File: src/hw/rtl/smn_pkg.sv
// ---------------------------------------------------------------------------
// smn_pkg
// Field widths shared by the smooth number term generator.
// ---------------------------------------------------------------------------
package smn_pkg;

  localparam int unsigned FACTOR_W = 16;
  localparam int unsigned INDEX_W  = 13;
  localparam int unsigned NUM_CAND = 3;

endpackage

File: src/hw/rtl/smn_mul.sv
// ---------------------------------------------------------------------------
// smn_mul
// Shared saturating multiplier: factor times stored term, result registered.
// ---------------------------------------------------------------------------
module smn_mul
  import smn_pkg::*;
#(
  parameter int unsigned VALUE_WIDTH = 64
) (
  input  logic                   clk_i,
  input  logic                   rst_ni,
  input  logic                   start_i,
  input  logic [FACTOR_W-1:0]    factor_i,
  input  logic [VALUE_WIDTH-1:0] operand_i,
  output logic                   done_o,
  output logic [VALUE_WIDTH-1:0] prod_o,
  output logic                   sat_o
);

  localparam int unsigned PW = FACTOR_W + VALUE_WIDTH;

  logic [PW-1:0]          prod_full;
  logic                   prod_sat;
  logic                   done_q;
  logic [VALUE_WIDTH-1:0] prod_q;
  logic                   sat_q;

  assign prod_full = PW'(factor_i) * PW'(operand_i);
  // anything above the value width means the product does not fit
  assign prod_sat  = |prod_full[PW-1:VALUE_WIDTH];

  always_ff @(posedge clk_i or negedge rst_ni) begin
    if (!rst_ni) begin
      done_q <= 1'b0;
    end else begin
      done_q <= start_i;
    end
  end

  always_ff @(posedge clk_i) begin
    if (start_i) begin
      prod_q <= prod_sat ? {VALUE_WIDTH{1'b1}} : prod_full[VALUE_WIDTH-1:0];
      sat_q  <= prod_sat;
    end
  end

  assign done_o = done_q;
  assign prod_o = prod_q;
  assign sat_o  = sat_q;

endmodule

File: config.mk
export PLATFORM = sky130hd
export DESIGN_NAME = smn_mul
export DESIGN_NICKNAME = d
export VERILOG_FILES = /design/src/hw/rtl/smn_pkg.sv /design/src/hw/rtl/smn_mul.sv
export SDC_FILE = /design/constraint.sdc
export NUM_CORES = 2
export LEC_CHECK = 0
export ABC_CLOCK_PERIOD_IN_PS = 800
export BUFFER_PORTS_ARGS = -buffer_cell sky130_fd_sc_hd__buf_2
export CAP_MARGIN = 30
export CORE_AREA = 2 2 178 310
export CTS_CLUSTER_DIAMETER = 150
export CTS_CLUSTER_SIZE = 30
export DETAILED_ROUTE_END_ITERATION = 10
export DIE_AREA = 0 0 180 312
export GPL_TIMING_DRIVEN = 0
export PLACE_DENSITY = 0.83
export SYNTH_ARGS = -nofsm -noshare
export SYNTH_HDL_FRONTEND = slang
export SYNTH_SLANG_ARGS = --single-unit
File: constraint.sdc
create_clock -name clk_i -period 0.8 [get_ports clk_i]
set_input_delay 0 -clock clk_i [delete_from_list [all_inputs] [get_ports clk_i]]
set_output_delay 0 -clock clk_i [all_outputs]
set_load 0.01 [all_outputs]
==> results of run 1 <==
[repair_timing]
item	4_1_cts
hold endpoints to repair	1
setup buffers	72
resized for setup	635
endpoints found under the setup margin	131
gates cloned	10
hold buffers	2
pin swaps	66
[kinds of logic after synthesis]
family                     Yosys count
buffers and inverters             1087
AOI/OAI and AO/OA                  291
xor gates and xnor gates            69
muxes                                3
adders and majority gates         1018
DFF                                 66
and+or+nand+nor                   1406
[synth_stat cells, types with 7 or more instances]
| master | n | share of area [%] |
|---|---|---|
| fa_1 | 866 | 50 |
| nand4_1 | 33 | 0.60 |
| xor2_1 | 37 | 0.94 |
| inv_1 | 863 | 9.4 |
| edfxtp_1 | 65 | 5.7 |
| clkbuf_1 | 216 | 2.4 |
| and3_1 | 7 | 0.13 |
| nand3_1 | 81 | 1.2 |
| a21o_1 | 18 | 0.39 |
| a21boi_0 | 9 | 0.20 |
| o21a_1 | 13 | 0.28 |
| ha_1 | 152 | 5.5 |
| and2_1 | 424 | 7.7 |
| nor2b_1 | 8 | 0.15 |
| xnor2_1 | 32 | 0.81 |
| a21oi_1 | 98 | 1.4 |
| nor2_1 | 72 | 0.78 |
| nand2_1 | 714 | 7.8 |
| o21bai_1 | 9 | 0.20 |
| nor4_1 | 12 | 0.22 |
| nor3_1 | 23 | 0.33 |
| o21ai_0 | 80 | 1.2 |
| a31oi_1 | 11 | 0.20 |
[metrics by stage]
stage	area (sq um)	worst slack (ns)	instances	hold slack [ns]	setup TNS (ns)
floorplan	34900	-5.84	3940	-0.296	-378.18
global placement	36500	-7.90	4756	-0.225	-548.73
detailed placement	36500	-8.00	4759	-0.222	-527.38
CTS	40100	-6.17	4842	0.0722	-402.26
[metal layers]
| layer | overflow | GRT usage (%) |
|---|---|---|
| met1 | 0 | 54.1 |
| met2 | 18 | 86.5 |
| met3 | 0 | 30.0 |
| met4 | 25 | 65.3 |
| met5 | 0 | 3.49 |
==> qor.yml, run 1 <==
synth-main-ff-cell: "edfxtp_1"
initial_core_util_pct: 64.6
synth_edf_count: 65
synth_top_family_by_area: "adder cells"
synth_adder_area_share_pct: 55.8
port_buffers: 132
cts_sinks: 66
yosys.area_share.simple_pct: 19.5
synth_compound_area_share_pct: 5.18
muxShareOfSynthArea_pct: 0.0870
ys_types: 67
std_cell_rows: 112
htreeDepth: 3
ys_async_sr_fraction_pct: 1.52
pin_count: 149
grt_pass1_vias: 36226
grt_pass1_wl_um: 235000
dp_hpwl_um: 114000
ys_warn_count: 0
root_buffer: "clkbuf_16"
grt_max_degree: 44
cts_buffer_depth: 2
synthesis.area_sq_um: 34500
synth-seq-area-share_pct: 5.73
error: "[ERROR GRT-0116] Global routing finished with congestion. Check the congestion regions in the DRC Viewer."
synth_fp_nets: 5041
die_width_um: 180
ys_ff_latch: 66
die_h_um: 312
routabilityCongestion: 1.09
synth-xor-area-share_pct: 1.75
grt_usage_pct: 58.4
grt-ovfl-total: 43
synth_cells: 3940
outcome: "aborted with a tool error"
haltStage: "global routing"
cts_inserted_buffers: 9
synth.avg_cell_area_sq_um: 8.76
==> run 2, diff against run 1 <==
Settings changed: CORE_AREA 2 2 178 310 to 2 2 297 299, CTS_CLUSTER_DIAMETER 150 to default, CTS_CLUSTER_SIZE 30 to default, DIE_AREA 0 0 180 312 to 0 0 299 301, PLACE_DENSITY 0.83 to default, PLACE_DENSITY_LB_ADDON from default to 0.15.
==> run 2 against run 1 <==
Effect of this change: the flow now finishes, with violations (negative setup slack); synthesized area did not move; synthesized cell count did not move.
==> qor.yml, run 2 <==
outcome: "finished, violations left"
violations: "negative setup slack"
cts_buffer_depth: 2  # unchanged
cts_tree: "yes"
place_ws_ns: -8.41  # -0.411 ns
routabilityCongestion: 0.977  # -10%
slew_headroom_pct: 32.4
grt-ovfl-total: 0
post-route-min-period_ns: 6.99
synth-main-ff-cell: "edfxtp_1"
worstHoldStart: "start_i"
synthesis.area_sq_um: 34500  # unchanged
synth_area_leaders: "fa_1 50%, inv_1 9.4%, nand2_1 7.8%"
cpLargestDelayFamily: "adder cells"
clkTransAtPathRegs_ns: 0.06
start_kind: "input port"
largest_reg_flops: 64
ys_warn_count: 0  # unchanged
cp_max_fo: 8
placed_cells: 5239  # +10%
fin_ws_ns: -6.19
final_max_slew_viol_count: 0
wl_per_cell_um: 24.7
grt_usage_pct: 30.0
synth.most_common_cell: "fa_1"
core_sq_um: 86500
yosys.area_share.simple_pct: 19.5  # unchanged
dr.pass1.iters: 6
setup_tns_ns: -401.56
setup_viol: 131
ys_async_sr_fraction_pct: 1.52  # unchanged
cp-end-kind: "register"
cp_common_cell: "fa_2"
cts_sinks: 66  # unchanged
critPathArrivalTime_ns: 7.03
area_growth_pct: 21.2
crit_end: "prod_o[45]"
rsz0062_at_grt: "yes"
synth_top_area_share_pct: 50.3  # unchanged
ant_nets: 0
drv_cap: 0
final_common_cell: "inv_1"
synth_fp_nets: 5041  # unchanged
synth-xor-area-share_pct: 1.75  # unchanged
tightestPinTransition_ns: 1.01
synth_adder_area_share_pct: 55.8  # unchanged
grt_pass1_wl_um: 198000
synth_compound_area_share_pct: 5.18  # unchanged
crit_type: "in -> reg"
synth_largest_area_cell: "fa_1"
cp.depth: 29
synth_top_family_by_area: "adder cells"
critPathMaxStageDelay_ns: 0.59
muxShareOfSynthArea_pct: 0.0870  # unchanged
routed_wirelength_um: 133000
final_net_count: 5291
grt_pass1_vias: 30430
vias: 28404
die_h_um: 301  # -3.5%
first_iter_violations: 2187
max_freq_mhz: 143
synth_cells: 3940  # unchanged
layout_common_cells: "851 x inv_1, 826 x fa_1, 706 x nand2_1"
root_buffer: "clkbuf_16"
drc: 0
cts_inserted_buffers: 9  # unchanged
std_cell_rows: 108  # -3.6%
dieArea_sq_um: 90000
period_share_pct: 873
min_path_type: "in -> reg"
synth-seq-area-share_pct: 5.73  # unchanged
crit_required_ns: 0.85
pin_count: 149  # unchanged
layout.cells.non_filler: 5361
dp_hpwl_um: 109000  # -4.0%
ys_types: 67  # unchanged
routed_via_density: 5.30
grt_max_degree: 67
drive_above_1_share_pct: 17.3
startpoint: "factor_i[15]"
critPathSlowestCell: "fa_2"
ys_ff_latch: 66  # unchanged
htreeDepth: 3  # unchanged
synthTopCellsByCount: "866 x fa_1, 863 x inv_1, 714 x nand2_1"
hold_viol: 0
die_width_um: 299  # +66%
port_buffers: 132  # unchanged
path_buf_inv: 10
synth_edf_count: 65  # unchanged
initial_core_util_pct: 39.9  # -25 points
synth.avg_cell_area_sq_um: 8.76  # unchanged
antenna_found_initial: 22
## run 2: cell counts after synthesis
No cell type changed its count.
## run 2: cell type report
| class | instances | area, sq um |
|---|---|---|
| Antenna cell | 11 | 27.5 |
| Buffer | 208 | 3030 |
| Clock buffer | 9 | 225 |
| Clock inverter | 7 | 53.8 |
| Fill cell | 8508 | 44700 |
| Inverter | 863 | 3240 |
| Multi-Input combinational cell | 2787 | 29900 |
| Sequential cell | 66 | 1980 |
| Tap cell | 1155 | 1450 |
| Timing Repair Buffer | 255 | 1950 |
## run 2: repair_timing
action,in CTS,in global routing
endpoints found under the hold margin,1,0
resized for setup,615,214
pin swaps,56,61
gates cloned,7,6
hold buffers,2,0
setup endpoints to repair,131,131
setup buffers,62,38
## run 2: stage by stage
step | utilization, % | area, sq um | hold slack [ns]
after floorplan | - | 34900 | -0.296
after global placement | 42.8 | 37100 | -0.219
after detailed placement | 43.1 | 37200 | -0.220
after CTS | 47.1 | 40700 | 0.204
after global routing | 48.3 | 41800 | 0.226
final | 48.4 | 41800 | 0.187
## run 2: cells by family after synthesis
logic type | Yosys count
muxes | 3
xor gates and xnor gates | 69
DFF | 66
adders and majority gates | 1018
and+or+nand+nor | 1406
AOI/OAI and AO/OA | 291
buffers and inverters | 1087
## run 2: layer usage
| layer | share of wire (%) | routed length, um | GRT usage [%] |
|---|---|---|---|
| met5 | 0.0068 | 9 | 0 |
| met3 | 6.9 | 9150 | 4.21 |
| met2 | 48 | 63400 | 50.5 |
| met1 | 40 | 52600 | 38.7 |
| met4 | 5.6 | 7440 | 13.2 |
## run 2: worst min-delay path by stage
stage	end	cells past startpoint	slack [ns]
after floorplan	done_o	0	-0.30
after global placement	done_o	1	-0.22
after detailed placement	done_o	1	-0.22
after CTS	done_o	1	0.20
after global routing	done_o	1	0.23
final	done_o	1	0.19
Power of run 2 is not shown: default switching activity piles up to over one toggle a cycle in this logic, so the estimate is an artifact.
